### config.mk
export PLATFORM = sky130hd
export DESIGN_NAME = sorted_alarm_timer_queue_core
export DESIGN_NICKNAME = d
export VERILOG_FILES = /design/src/rtl/satq_pkg.sv /design/src/rtl/satq_ram.sv /design/src/rtl/sorted_alarm_timer_queue_core.sv
export SDC_FILE = /design/constraint.sdc
export NUM_CORES = 2
export LEC_CHECK = 0
export ABC_CLOCK_PERIOD_IN_PS = 6300
export BUFFER_PORTS_ARGS = -buffer_cell sky130_fd_sc_hd__buf_2
export CAP_MARGIN = 10
export CORE_MARGIN = 3
export CORE_UTILIZATION = 58
export CTS_BUF_LIST = sky130_fd_sc_hd__clkbuf_8
export CTS_CLUSTER_SIZE = 8
export DETAILED_ROUTE_END_ITERATION = 8
export GPL_ROUTABILITY_DRIVEN = 0
export MAX_ROUTING_LAYER = met4
export PLACE_DENSITY = 0.9
export SLEW_MARGIN = 10
export SYNTH_ARGS = -nofsm -noshare
export SYNTH_HDL_FRONTEND = slang
export SYNTH_SLANG_ARGS = --single-unit
### constraint.sdc
create_clock -name clock -period 6.3 [get_ports clock]
set_clock_uncertainty 0.15 [all_clocks]
set_input_delay 0.315 -clock clock [delete_from_list [all_inputs] [get_ports clock]]
set_output_delay 0.315 -clock clock [all_outputs]
set_load 0.02 [all_outputs]
### src/rtl/satq_pkg.sv
`default_nettype none

package satq_pkg;

   // Operation codes carried in the request.
   localparam logic [2:0] FUNC_CREATE = 3'd0;
   localparam logic [2:0] FUNC_DELETE = 3'd1;
   localparam logic [2:0] FUNC_EDIT   = 3'd2;
   localparam logic [2:0] FUNC_FIRE   = 3'd3;
   localparam logic [2:0] FUNC_REVAL  = 3'd4;
   localparam logic [2:0] FUNC_READ   = 3'd5;

   // Status codes returned with each result.
   localparam logic [2:0] ST_OK      = 3'd0;
   localparam logic [2:0] ST_PAST    = 3'd1;
   localparam logic [2:0] ST_TOO_FAR = 3'd2;
   localparam logic [2:0] ST_DUP     = 3'd3;
   localparam logic [2:0] ST_FULL    = 3'd4;
   localparam logic [2:0] ST_BAD_IDX = 3'd5;
   localparam logic [2:0] ST_EMPTY   = 3'd6;

   // Control register indexes.
   localparam logic [1:0] CSR_BUFFER_SEC    = 2'd0;
   localparam logic [1:0] CSR_MAX_AHEAD_SEC = 2'd1;
   localparam logic [1:0] CSR_RETRY_SEC     = 2'd2;

   // Reset values of the control registers.
   localparam logic [11:0] BUFFER_SEC_RST    = 12'd5;
   localparam logic [31:0] MAX_AHEAD_SEC_RST = 32'd31536000;
   localparam logic [11:0] RETRY_SEC_RST     = 12'd5;

   // Microseconds per second.
   localparam logic [19:0] US_PER_SEC = 20'd1000000;

   typedef struct packed {
      logic [2:0]  func;
      logic [31:0] now_sec;
      logic [31:0] alarm_epoch;
      logic [5:0]  slot;
   } req_type;

   typedef struct packed {
      logic        ok;
      logic [2:0]  status;
      logic [6:0]  count;
      logic [31:0] value_epoch;
      logic        rearmed;
      logic        timer_armed;
      logic [51:0] timeout_us;
   } rsp_type;

endpackage

`default_nettype wire

### src/rtl/satq_ram.sv
`default_nettype none

module satq_ram #(
   parameter int WIDTH = 32,
   parameter int DEPTH = 8,
   localparam int AW = (DEPTH > 1) ? $clog2(DEPTH) : 1
) (
   input  wire logic             clock,
   input  wire logic             wr_en,
   input  wire logic [AW-1:0]    wr_addr,
   input  wire logic [WIDTH-1:0] wr_data,
   input  wire logic             rd_en,
   input  wire logic [AW-1:0]    rd_addr,
   output logic      [WIDTH-1:0] rd_data
);

   logic [WIDTH-1:0] mem_ff [DEPTH];

   // One write port and one registered read port.
   always_ff @(posedge clock) begin
      if (wr_en) begin
         mem_ff[wr_addr] <= wr_data;
      end
      if (rd_en) begin
         rd_data <= mem_ff[rd_addr];
      end
   end

endmodule

`default_nettype wire

### src/rtl/sorted_alarm_timer_queue_core.sv
`default_nettype none

// Sorted alarm queue with a one-shot timer model.
// A request is transferred at a rising edge with start high and busy low. It carries
// an operation code, the current epoch second, an alarm epoch and a list slot.
// Exactly one result follows per request: rsp_valid is high for one cycle with
// rsp_data, and the receiver has to take it in that cycle; it cannot stall.
// Control registers are written through the csr_ channel, which is always ready;
// writes belong in idle periods.
// The alarms sit ascending in a single-port-read memory of MAX_ALARMS entries.
// Scans and shifts walk that memory one entry per cycle through its one read
// port, so the time a request takes grows with the count and with the number
// of entries shifted, and most for an edit that has to restore its old alarm.
// busy stays high from the transfer until the result strobe; one request is
// in work at a time, and the next one can be taken in the strobe cycle.
// Reset empties the list, stops the timer and restores the register defaults;
// the memory itself is not cleared, since only entries below the count are read.

module sorted_alarm_timer_queue_core #(
   parameter int MAX_ALARMS = 8
) (
   input  wire logic              clock,
   input  wire logic              reset,
   input  wire logic              start,
   output logic                   busy,
   input  wire satq_pkg::req_type req_data,
   output logic                   rsp_valid,
   output satq_pkg::rsp_type      rsp_data,
   input  wire logic              csr_valid,
   output logic                   csr_ready,
   input  wire logic [1:0]        csr_index,
   input  wire logic [31:0]       csr_data
);

   localparam int AW = (MAX_ALARMS > 1) ? $clog2(MAX_ALARMS) : 1;
   localparam int CW = $clog2(MAX_ALARMS + 1);
   localparam logic [CW-1:0] NC = CW'(MAX_ALARMS);

   localparam logic [3:0] S_IDLE    = 4'd0;
   localparam logic [3:0] S_DEC     = 4'd1;
   localparam logic [3:0] S_GET     = 4'd2;
   localparam logic [3:0] S_RM      = 4'd3;
   localparam logic [3:0] S_MOVE    = 4'd4;
   localparam logic [3:0] S_RM_END  = 4'd5;
   localparam logic [3:0] S_HEAD_RD = 4'd6;
   localparam logic [3:0] S_HEAD    = 4'd7;
   localparam logic [3:0] S_CHK     = 4'd8;
   localparam logic [3:0] S_SCAN    = 4'd9;
   localparam logic [3:0] S_SCAN_END = 4'd10;
   localparam logic [3:0] S_INS     = 4'd11;
   localparam logic [3:0] S_RV_END  = 4'd12;
   localparam logic [3:0] S_RESP    = 4'd13;
   localparam logic [3:0] S_CONT    = 4'd14;

   logic [3:0]    state_ff, state_in;
   logic [2:0]    func_ff, func_in;
   logic [31:0]   now_ff, now_in;
   logic [31:0]   epoch_ff, epoch_in;
   logic [5:0]    slot_ff, slot_in;
   logic [31:0]   cur_e_ff, cur_e_in;
   logic [31:0]   old_ff, old_in;
   logic [AW-1:0] idx_ff, idx_in;
   logic          cont_cre_ff, cont_cre_in;
   logic          edit_stage_ff, edit_stage_in;
   logic [CW-1:0] k_ff, k_in;
   logic          vld_ff, vld_in;
   logic [CW-1:0] cnt_ff, cnt_in;
   logic          dup_ff, dup_in;
   logic [AW-1:0] src_ff, src_in;
   logic [AW-1:0] dst_ff, dst_in;
   logic [CW-1:0] len_ff, len_in;
   logic          step_dn_ff, step_dn_in;
   logic [3:0]    mv_ret_ff, mv_ret_in;
   logic [CW-1:0] count_ff, count_in;
   logic          armed_ff, armed_in;
   logic [11:0]   buf_ff, buf_in;
   logic [31:0]   ahead_ff, ahead_in;
   logic [11:0]   retry_ff, retry_in;
   logic          ok_ff, ok_in;
   logic [2:0]    status_ff, status_in;
   logic [31:0]   value_ff, value_in;
   logic          rearm_ff, rearm_in;
   logic [31:0]   mulop_ff, mulop_in;
   logic          rsp_valid_ff, rsp_valid_in;
   satq_pkg::rsp_type rsp_ff, rsp_in;

   logic          rd_en;
   logic [AW-1:0] rd_addr;
   logic [31:0]   rd_data;
   logic          wr_en;
   logic [AW-1:0] wr_addr;
   logic [31:0]   wr_data;

   logic [32:0]   limit;
   logic [31:0]   head_val;
   logic [31:0]   arm_op;
   logic [31:0]   diff;
   logic          full;
   logic          bad_slot;
   logic [CW-1:0] ins_top;
   logic          cre_done;
   logic [2:0]    cre_code;

   satq_ram #(
      .WIDTH(32),
      .DEPTH(MAX_ALARMS)
   ) u_list (
      .clock  (clock),
      .wr_en  (wr_en),
      .wr_addr(wr_addr),
      .wr_data(wr_data),
      .rd_en  (rd_en),
      .rd_addr(rd_addr),
      .rd_data(rd_data)
   );

   // Guard limit and timer delay; sums with the buffer are kept at 33 bits.
   assign limit    = {1'b0, now_ff} + 33'(buf_ff);
   assign head_val = (state_ff == S_HEAD) ? rd_data : cur_e_ff;
   assign arm_op   = ({1'b0, head_val} > limit) ? (head_val - now_ff) : 32'(retry_ff);
   assign diff     = cur_e_ff - now_ff;
   assign full     = (count_ff == NC);
   assign bad_slot = ({1'b0, slot_ff} >= 7'(count_ff));
   assign ins_top  = full ? (NC - CW'(1)) : count_ff;

   assign busy      = (state_ff != S_IDLE);
   assign csr_ready = 1'b1;
   assign rsp_valid = rsp_valid_ff;
   assign rsp_data  = rsp_ff;

   // Control register writes.
   always_comb begin
      buf_in   = buf_ff;
      ahead_in = ahead_ff;
      retry_in = retry_ff;
      if (csr_valid) begin
         unique case (csr_index)
            satq_pkg::CSR_BUFFER_SEC:    buf_in   = csr_data[11:0];
            satq_pkg::CSR_MAX_AHEAD_SEC: ahead_in = csr_data;
            satq_pkg::CSR_RETRY_SEC:     retry_in = csr_data[11:0];
            default: ;
         endcase
      end
   end

   // Operation sequencer around the alarm memory.
   always_comb begin
      state_in      = state_ff;
      func_in       = func_ff;
      now_in        = now_ff;
      epoch_in      = epoch_ff;
      slot_in       = slot_ff;
      cur_e_in      = cur_e_ff;
      old_in        = old_ff;
      idx_in        = idx_ff;
      cont_cre_in   = cont_cre_ff;
      edit_stage_in = edit_stage_ff;
      k_in          = k_ff;
      vld_in        = vld_ff;
      cnt_in        = cnt_ff;
      dup_in        = dup_ff;
      src_in        = src_ff;
      dst_in        = dst_ff;
      len_in        = len_ff;
      step_dn_in    = step_dn_ff;
      mv_ret_in     = mv_ret_ff;
      count_in      = count_ff;
      armed_in      = armed_ff;
      ok_in         = ok_ff;
      status_in     = status_ff;
      value_in      = value_ff;
      rearm_in      = rearm_ff;
      mulop_in      = mulop_ff;
      rsp_valid_in  = 1'b0;
      rsp_in        = rsp_ff;
      rd_en         = 1'b0;
      rd_addr       = '0;
      wr_en         = 1'b0;
      wr_addr       = '0;
      wr_data       = rd_data;
      cre_done      = 1'b0;
      cre_code      = satq_pkg::ST_OK;

      unique case (state_ff)
         S_IDLE: begin
            if (start) begin
               func_in       = req_data.func;
               now_in        = req_data.now_sec;
               epoch_in      = req_data.alarm_epoch;
               slot_in       = req_data.slot;
               ok_in         = 1'b0;
               status_in     = satq_pkg::ST_OK;
               value_in      = '0;
               rearm_in      = 1'b0;
               mulop_in      = '0;
               edit_stage_in = 1'b0;
               cont_cre_in   = 1'b0;
               state_in      = S_DEC;
            end
         end

         S_DEC: begin
            unique case (func_ff)
               satq_pkg::FUNC_CREATE: begin
                  cur_e_in = epoch_ff;
                  state_in = S_CHK;
               end
               satq_pkg::FUNC_DELETE: begin
                  if (bad_slot) begin
                     status_in = satq_pkg::ST_BAD_IDX;
                     state_in  = S_RESP;
                  end else begin
                     ok_in       = 1'b1;
                     idx_in      = slot_ff[AW-1:0];
                     cont_cre_in = 1'b0;
                     state_in    = S_RM;
                  end
               end
               satq_pkg::FUNC_EDIT, satq_pkg::FUNC_READ: begin
                  if (bad_slot) begin
                     status_in = satq_pkg::ST_BAD_IDX;
                     state_in  = S_RESP;
                  end else begin
                     rd_en    = 1'b1;
                     rd_addr  = slot_ff[AW-1:0];
                     state_in = S_GET;
                  end
               end
               satq_pkg::FUNC_FIRE: begin
                  // The timer has expired, so it is no longer running.
                  armed_in = 1'b0;
                  if (count_ff == '0) begin
                     status_in = satq_pkg::ST_EMPTY;
                     state_in  = S_RESP;
                  end else begin
                     rd_en    = 1'b1;
                     rd_addr  = '0;
                     state_in = S_GET;
                  end
               end
               satq_pkg::FUNC_REVAL: begin
                  ok_in       = 1'b1;
                  cont_cre_in = 1'b0;
                  k_in        = '0;
                  vld_in      = 1'b0;
                  cnt_in      = '0;
                  dup_in      = 1'b0;
                  state_in    = S_SCAN;
               end
               default: begin
                  state_in = S_RESP;
               end
            endcase
         end

         S_GET: begin
            case (func_ff)
               satq_pkg::FUNC_READ: begin
                  value_in = rd_data;
                  ok_in    = 1'b1;
                  state_in = S_RESP;
               end
               satq_pkg::FUNC_FIRE: begin
                  value_in    = rd_data;
                  ok_in       = 1'b1;
                  idx_in      = '0;
                  cont_cre_in = 1'b0;
                  state_in    = S_RM;
               end
               default: begin
                  old_in      = rd_data;
                  idx_in      = slot_ff[AW-1:0];
                  cont_cre_in = 1'b1;
                  state_in    = S_RM;
               end
            endcase
         end

         // Close the gap left by the removed entry.
         S_RM: begin
            src_in     = idx_ff + AW'(1);
            dst_in     = idx_ff;
            len_in     = count_ff - CW'(1) - CW'(idx_ff);
            step_dn_in = 1'b0;
            k_in       = '0;
            vld_in     = 1'b0;
            mv_ret_in  = S_RM_END;
            state_in   = S_MOVE;
         end

         // Pipelined copy: one read issued and one write retired per cycle.
         S_MOVE: begin
            if (k_ff != len_ff) begin
               rd_en   = 1'b1;
               rd_addr = src_ff;
               src_in  = step_dn_ff ? (src_ff - AW'(1)) : (src_ff + AW'(1));
               k_in    = k_ff + CW'(1);
               vld_in  = 1'b1;
            end else begin
               vld_in = 1'b0;
            end
            if (vld_ff) begin
               wr_en   = 1'b1;
               wr_addr = dst_ff;
               wr_data = rd_data;
               dst_in  = step_dn_ff ? (dst_ff - AW'(1)) : (dst_ff + AW'(1));
            end
            if ((k_ff == len_ff) && !vld_ff) begin
               state_in = mv_ret_ff;
            end
         end

         S_RM_END: begin
            count_in = count_ff - CW'(1);
            state_in = S_CONT;
            if (idx_ff == '0) begin
               if (count_ff > CW'(1)) begin
                  state_in = S_HEAD_RD;
               end else begin
                  armed_in = 1'b0;
               end
            end
         end

         S_HEAD_RD: begin
            rd_en    = 1'b1;
            rd_addr  = '0;
            state_in = S_HEAD;
         end

         // Restart the timer for the new head.
         S_HEAD: begin
            armed_in = 1'b1;
            rearm_in = 1'b1;
            mulop_in = arm_op;
            state_in = S_CONT;
         end

         S_CONT: begin
            if (cont_cre_ff) begin
               cur_e_in = epoch_ff;
               state_in = S_CHK;
            end else begin
               state_in = S_RESP;
            end
         end

         // Range checks of a new alarm.
         S_CHK: begin
            if ((cur_e_ff <= now_ff) || (diff <= 32'(buf_ff))) begin
               cre_done = 1'b1;
               cre_code = satq_pkg::ST_PAST;
            end else if (diff > ahead_ff) begin
               cre_done = 1'b1;
               cre_code = satq_pkg::ST_TOO_FAR;
            end else begin
               k_in     = '0;
               vld_in   = 1'b0;
               cnt_in   = '0;
               dup_in   = 1'b0;
               state_in = S_SCAN;
            end
         end

         // Count entries below the new alarm, or entries inside the guard window; flag an equal entry.
         S_SCAN: begin
            if (k_ff != count_ff) begin
               rd_en   = 1'b1;
               rd_addr = k_ff[AW-1:0];
               k_in    = k_ff + CW'(1);
               vld_in  = 1'b1;
            end else begin
               vld_in = 1'b0;
            end
            if (vld_ff) begin
               if (func_ff == satq_pkg::FUNC_REVAL) begin
                  if ({1'b0, rd_data} <= limit) begin
                     cnt_in = cnt_ff + CW'(1);
                  end
               end else begin
                  if (rd_data < cur_e_ff) begin
                     cnt_in = cnt_ff + CW'(1);
                  end
                  if (rd_data == cur_e_ff) begin
                     dup_in = 1'b1;
                  end
               end
            end
            if ((k_ff == count_ff) && !vld_ff) begin
               state_in = S_SCAN_END;
            end
         end

         S_SCAN_END: begin
            if (func_ff == satq_pkg::FUNC_REVAL) begin
               if (cnt_ff == '0) begin
                  state_in = S_RV_END;
               end else begin
                  src_in     = cnt_ff[AW-1:0];
                  dst_in     = '0;
                  len_in     = count_ff - cnt_ff;
                  step_dn_in = 1'b0;
                  k_in       = '0;
                  vld_in     = 1'b0;
                  mv_ret_in  = S_RV_END;
                  state_in   = S_MOVE;
               end
            end else if (dup_ff) begin
               cre_done = 1'b1;
               cre_code = satq_pkg::ST_DUP;
            end else if (full && (cnt_ff == NC)) begin
               cre_done = 1'b1;
               cre_code = satq_pkg::ST_FULL;
            end else begin
               // Open a hole at the insert position; a full list drops its last entry.
               src_in     = AW'(ins_top - CW'(1));
               dst_in     = AW'(ins_top);
               len_in     = ins_top - cnt_ff;
               step_dn_in = 1'b1;
               k_in       = '0;
               vld_in     = 1'b0;
               mv_ret_in  = S_INS;
               state_in   = S_MOVE;
            end
         end

         S_INS: begin
            wr_en   = 1'b1;
            wr_addr = cnt_ff[AW-1:0];
            wr_data = cur_e_ff;
            if (!full) begin
               count_in = count_ff + CW'(1);
            end
            if (cnt_ff == '0) begin
               armed_in = 1'b1;
               rearm_in = 1'b1;
               mulop_in = arm_op;
            end
            cre_done = 1'b1;
            cre_code = satq_pkg::ST_OK;
         end

         S_RV_END: begin
            count_in = count_ff - cnt_ff;
            if (count_ff != cnt_ff) begin
               state_in = S_HEAD_RD;
            end else begin
               armed_in = 1'b0;
               state_in = S_RESP;
            end
         end

         S_RESP: begin
            rsp_valid_in       = 1'b1;
            rsp_in.ok          = ok_ff;
            rsp_in.status      = status_ff;
            rsp_in.count       = 7'(count_ff);
            rsp_in.value_epoch = value_ff;
            rsp_in.rearmed     = rearm_ff;
            rsp_in.timer_armed = armed_ff;
            rsp_in.timeout_us  = 52'(mulop_ff) * 52'(satq_pkg::US_PER_SEC);
            state_in           = S_IDLE;
         end

         default: begin
            state_in = S_IDLE;
         end
      endcase

      // Outcome of a create; a failed edit puts the old alarm back.
      if (cre_done) begin
         if (edit_stage_ff) begin
            state_in = S_RESP;
         end else if ((func_ff == satq_pkg::FUNC_EDIT) && (cre_code != satq_pkg::ST_OK)) begin
            status_in     = cre_code;
            ok_in         = 1'b0;
            cur_e_in      = old_ff;
            edit_stage_in = 1'b1;
            state_in      = S_CHK;
         end else begin
            status_in = cre_code;
            ok_in     = (cre_code == satq_pkg::ST_OK);
            state_in  = S_RESP;
         end
      end
   end

   // Control state with synchronous reset.
   always_ff @(posedge clock) begin
      if (reset) begin
         state_ff     <= S_IDLE;
         count_ff     <= '0;
         armed_ff     <= 1'b0;
         buf_ff       <= satq_pkg::BUFFER_SEC_RST;
         ahead_ff     <= satq_pkg::MAX_AHEAD_SEC_RST;
         retry_ff     <= satq_pkg::RETRY_SEC_RST;
         rsp_valid_ff <= 1'b0;
      end else begin
         state_ff     <= state_in;
         count_ff     <= count_in;
         armed_ff     <= armed_in;
         buf_ff       <= buf_in;
         ahead_ff     <= ahead_in;
         retry_ff     <= retry_in;
         rsp_valid_ff <= rsp_valid_in;
      end
   end

   // Working and payload registers.
   always_ff @(posedge clock) begin
      func_ff       <= func_in;
      now_ff        <= now_in;
      epoch_ff      <= epoch_in;
      slot_ff       <= slot_in;
      cur_e_ff      <= cur_e_in;
      old_ff        <= old_in;
      idx_ff        <= idx_in;
      cont_cre_ff   <= cont_cre_in;
      edit_stage_ff <= edit_stage_in;
      k_ff          <= k_in;
      vld_ff        <= vld_in;
      cnt_ff        <= cnt_in;
      dup_ff        <= dup_in;
      src_ff        <= src_in;
      dst_ff        <= dst_in;
      len_ff        <= len_in;
      step_dn_ff    <= step_dn_in;
      mv_ret_ff     <= mv_ret_in;
      ok_ff         <= ok_in;
      status_ff     <= status_in;
      value_ff      <= value_in;
      rearm_ff      <= rearm_in;
      mulop_ff      <= mulop_in;
      rsp_ff        <= rsp_in;
   end

endmodule

`default_nettype wire
Word level (Yosys, flattened, before mapping)

Memory sizes are Yosys's and may differ from the RTL's. A register that Yosys moved wholly into a read port is not among the register bits.
Cells that the tools add are included.

Output and inout bits: 100
Memories kept: 1
Memory bits (writable): 256
Bits in registers: 390
Bits of input ports: 111

Muxes and demuxes: 160
Add/sub/neg operators: 16
Bitwise gates (word level): 1
Equal/unequal tests: 64
Multiply operators: 1
Reductions and logical operators: 47
Order comparisons: 8

Memories:

| memory        | words | bits a word | rd ports | clocked after memory_dff | write ports | RTL line       | source |
|---|---|---|---|---|---|---|---|
| u_list.mem_ff | 8     | 32          | 1        | 1                        | 1           | satq_ram.sv:17 | `logic [WIDTH-1:0] mem_ff [DEPTH];` |

Operators by type and width:

| kind                     | count |
|---|---|
| $mux W32                 | 11 |
| $mux W4                  | 40 |
| $pmux W32 S2             | 2 |
| $pmux W32 S3             | 1 |
| $mux W3                  | 30 |
| $sub A32 B32 Y32         | 2 |
| $pmux W4 S14             | 1 |
| $mul A32 B14 Y46 const B | 1 |
| $mux W1                  | 44 |
| $ne A2 B2 Y1 const B     | 20 |
| $eq A4 B4 Y1 const B     | 9 |
| $pmux W3 S2              | 6 |
| $add A32 B12 Y33         | 1 |
| $gt A32 B33 Y1           | 1 |
| $le A32 B33 Y1           | 1 |
| $ne A3 B3 Y1 const B     | 11 |
| $eq A32 B32 Y1           | 1 |
| $gt A32 B32 Y1           | 1 |
| $le A32 B12 Y1           | 1 |
| $le A32 B32 Y1           | 1 |
| $lt A32 B32 Y1           | 1 |
| $pmux W3 S3              | 3 |
| $pmux W4 S3              | 2 |
| $pmux W4 S6              | 1 |
| other kinds (51)         | 105 |

Logic depth before layout (Yosys ltp)

Depth after elaboration: 11
Mapped depth: 25

Modules after synthesis

Synthesis repeated with hierarchy kept, for this count alone.

Cells, all modules: 3356
Area total of the unflattened synthesis: 40592.7 µm²

Modules (own cells, without submodules):

| module                        | cells each | instances | area each (µm²) | seq. area each (µm²) |
|---|---|---|---|---|
| sorted_alarm_timer_queue_core | 2941       | 1         | 29806.1         | 10680.2 |
| satq_ram                      | 415        | 1         | 10786.6         | 8648.3 |

Least setup slack after synthesis

Ideal clock, no wire load.

Path type: reg2reg
Start point: register mulop_ff[1]
End point: register rsp_ff, in the netlist rsp_data[50] (data pin)
Setup slack: 0.300 ns
Setup time: 0.265 ns
Cell stages (with the launch flop): 22
Required time: 5.885 ns
Arrival time: 5.585 ns
Cells stage by stage: edfxtp_1 > fa_1 > fa_1 > fa_1 > fa_1 > ha_1 > inv_1 > fa_1 > inv_1 > ha_1 > nand2_1 > or3_1 > o211ai_1 > a22oi_1 > a211oi_1 > o21ai_0 > nand4_1 > a32oi_1 > o22ai_1 > inv_1 > o21ai_0 > xor2_1

Longest elaborated chain between the ends: 1

Ends and longest elaborated chain:

| item                   | RTL line                             | source |
|---|---|---|
| from (decl)            | sorted_alarm_timer_queue_core.sv:83  | `logic [31:0] mulop_ff, mulop_in;` |
| from (signal assigned) | sorted_alarm_timer_queue_core.sv:533 | `mulop_ff <= mulop_in;` |
| $mul A32 B14 Y46       | sorted_alarm_timer_queue_core.sv:461 | `rsp_in.timeout_us = 52'(mulop_ff) * 52'(satq_pkg::US_PER_SEC);` |
| to (signal assigned)   | sorted_alarm_timer_queue_core.sv:534 | `rsp_ff <= rsp_in;` |
| to (decl)              | sorted_alarm_timer_queue_core.sv:85  | `satq_pkg::rsp_type rsp_ff, rsp_in;` |

Every way passes these cells.
A chain may end at the register's enable or synchronous reset.

Worst setup path in the final report

Start point: register mulop_ff[14]
End point: register rsp_ff, in the netlist rsp_data[48] (data pin)

The elaborated chain is that of the path after synthesis.

==> run metrics <==
status complete, no violations; total CTS buffers 107; layout cells sized above 1 0.142; ranking of synthesized cells by area edfxtp_1, ha_1, fa_1; Worst EP arrival 6.62 ns; # IOs 211; die height 272 µm; fill count 4654; area of the multi-input gates 0.0205 mm²; storage element area 0.0193 mm²; Cells after Synth 3810; Buffers on Ports 200; Die W 272 µm; # rows 97; cell with the most instances after synthesis edfxtp_1; CTS tree built; Routed WL 119 mm; initial antenna violation count 3; fmax 160 MHz; Root Buffer clkbuf_8; Slew HR 0.123; gr ovfl total 0; Via density 6.28; GR Util All Layers 0.324; Final Max Slew Viols 0; DRC 0; Setup CP Type reg2reg; type of origin of the critical path register; clock slew at reported path FFs 0.06 ns; wire per inst 22.8 µm; initial core utilization 0.586; crit share post-route 0.994; area leader, netlist edfxtp_1; HPWL after DPL 80.9 mm; WP data required 6.66 ns; 1st-iter DRT viols 4371; Syn. warnings 0; via count 32800; final hold violations 0; Layout Nets 4861; H-Tree Depth 3; first-pass GRT wire length 181 mm; Design Area, Final 0.0472 mm²; Clock Latency Late Sink 0.77 ns; Netlist cell types 80; RSZ-0062 raised after global routing true; full die area 0.0742 mm²; core area 0.0701 mm²; placed inst area 0.0437 mm²; Sinks on Clock Net 678; vias in the first global route 32900; DRT Pass-1 Iters 7; min-delay worst type in2reg; worst slew pin tran 1.30 ns; Synth-to-Final Area Change 14.6%; endpoints failing setup 0; max cap viols 0; CTS Buffer Depth 3; cell area after synthesis 0.0411 mm²; Post-synth ARST share 0; Post-synth EDFFs 575; Period minus WS final 6.26 ns; Top FF cell, synth edfxtp_1; antenna viol nets, final 0; largest net degree at the start of global routing 97; Seq cells post-synth 678; area fraction of the dominant cell type after synthesis 0.420; sequential-to-total area share from yosys stat 0.470; syn avg cell area 10.8 µm²; CP Capture Type register; crit-path max FO 5; most frequent cells after synthesis edfxtp_1, nand2_1, ha_1
kinds of logic after synthesis:
family / count (synthesis) / share of synthesized area
buffers and inverters: 438 / 0.0416
and+or+nand+nor: 1216 / 0.137
other: 2 / 0.000183
muxes: 109 / 0.0294
adders and majority gates: 533 / 0.188
DFF: 678 / 0.470
AOI/OAI and AO/OA: 691 / 0.104
xor gates and xnor gates: 143 / 0.0304
cell type report:
type,instances,area share
flip-flops and latches,678,0.410
clock inverters,62,0.00833
multi-input cells,2702,0.434
repair buffers,419,0.0635
clock buffers,119,0.0347
diodes,3,0.000159
well taps,940,0.0249
inverters,309,0.0246
worst paths after layout:
| check | depth (start not counted) | endpoint | from | slack (ns) |
|---|---|---|---|---|
| hold reg to reg | 0 | rsp_data[85] | value_ff[31] | 0.23 |
| setup reg to reg | 22 | rsp_data[48] | mulop_ff[14] | 0.04 |
| hold / removal | 4 | buf_ff[0] | csr_valid | 0.10 |
| setup / recovery | 22 | rsp_data[48] | mulop_ff[14] | 0.04 |
what timing repair did:
item | in CTS | in global routing
pin swaps | 6 | 53
hold endpoints to repair | 134 | 0
buffers inserted | 2 | 17
resized for setup | 8 | 41
endpoints found under the setup margin | 6 | 90
hold buffers | 112 | 0
sequential cells by signal, summed over array words and instances, names as in the netlist, 32 cells and up:
signal          flops
ahead_ff           32
cur_e_ff           32
epoch_ff           32
mulop_ff           32
now_ff             32
old_ff             32
rsp_data           88
u_list.mem_ff     256
u_list.rd_data     32
value_ff           32
through the flow:
step | TNS [ns] | cells | hold slack, ns | util | setup WS (ns)
after floorplan | 0 | 3818 | 0.250 | - | 0.300
after global placement | 0 | 4917 | 0.252 | 0.622 | 0.0166
after detailed placement | -0.527 | 4917 | 0.255 | 0.622 | -0.152
after CTS | 0 | 5212 | 0.0326 | 0.668 | 0.00696
after global routing | -0.632 | 5232 | 0.0914 | 0.672 | -0.168
final | 0 | 5232 | 0.101 | 0.672 | 0.0374
cells in the final DEF, fill, tap and decap left out, drive strengths merged, types with 96 or more instances in the layout:
| cell | instances |
|---|---|
| dfxtp | 103 |
| buf | 307 |
| a21oi | 216 |
| fa | 143 |
| nand3 | 208 |
| mux2 | 96 |
| xnor2 | 107 |
| nand2 | 537 |
| o21ai | 191 |
| ha | 390 |
| edfxtp | 575 |
| inv | 347 |
| dlygate4sd3 | 112 |
| clkbuf | 119 |
| nor2 | 168 |
critical path, stage by stage (launching register included):
cell and delay (ns):
edfxtp_1 0.43, fa_1 0.56, inv_1 0.07, fa_1 0.56, inv_1 0.10, fa_1 0.64, fa_1 0.45, ha_1 0.29
inv_1 0.05, fa_1 0.50, inv_1 0.04, ha_1 0.36, a21o_1 0.20, a21o_1 0.17, a21oi_1 0.14, o21ai_1 0.14
o21ai_2 0.18, nand4_1 0.16, a32oi_1 0.27, o22ai_2 0.13, o21a_1 0.20, nor2_1 0.13, xnor2_1 0.08
layer usage:
layer / wire length (µm) / part of all wire / GRT usage / vias to the layer above
li1: - / - / - / 14400
met3: 13900 / 0.12 / 0.0778 / 679
met2: 55000 / 0.46 / 0.507 / 2422
met4: 9430 / 0.079 / 0.217 / 0
met5: 0 / 0 / - / -
met1: 40800 / 0.34 / 0.371 / 15300
Power is not shown: default switching activity piles up to over one toggle a cycle in this logic, so the estimate is an artifact.
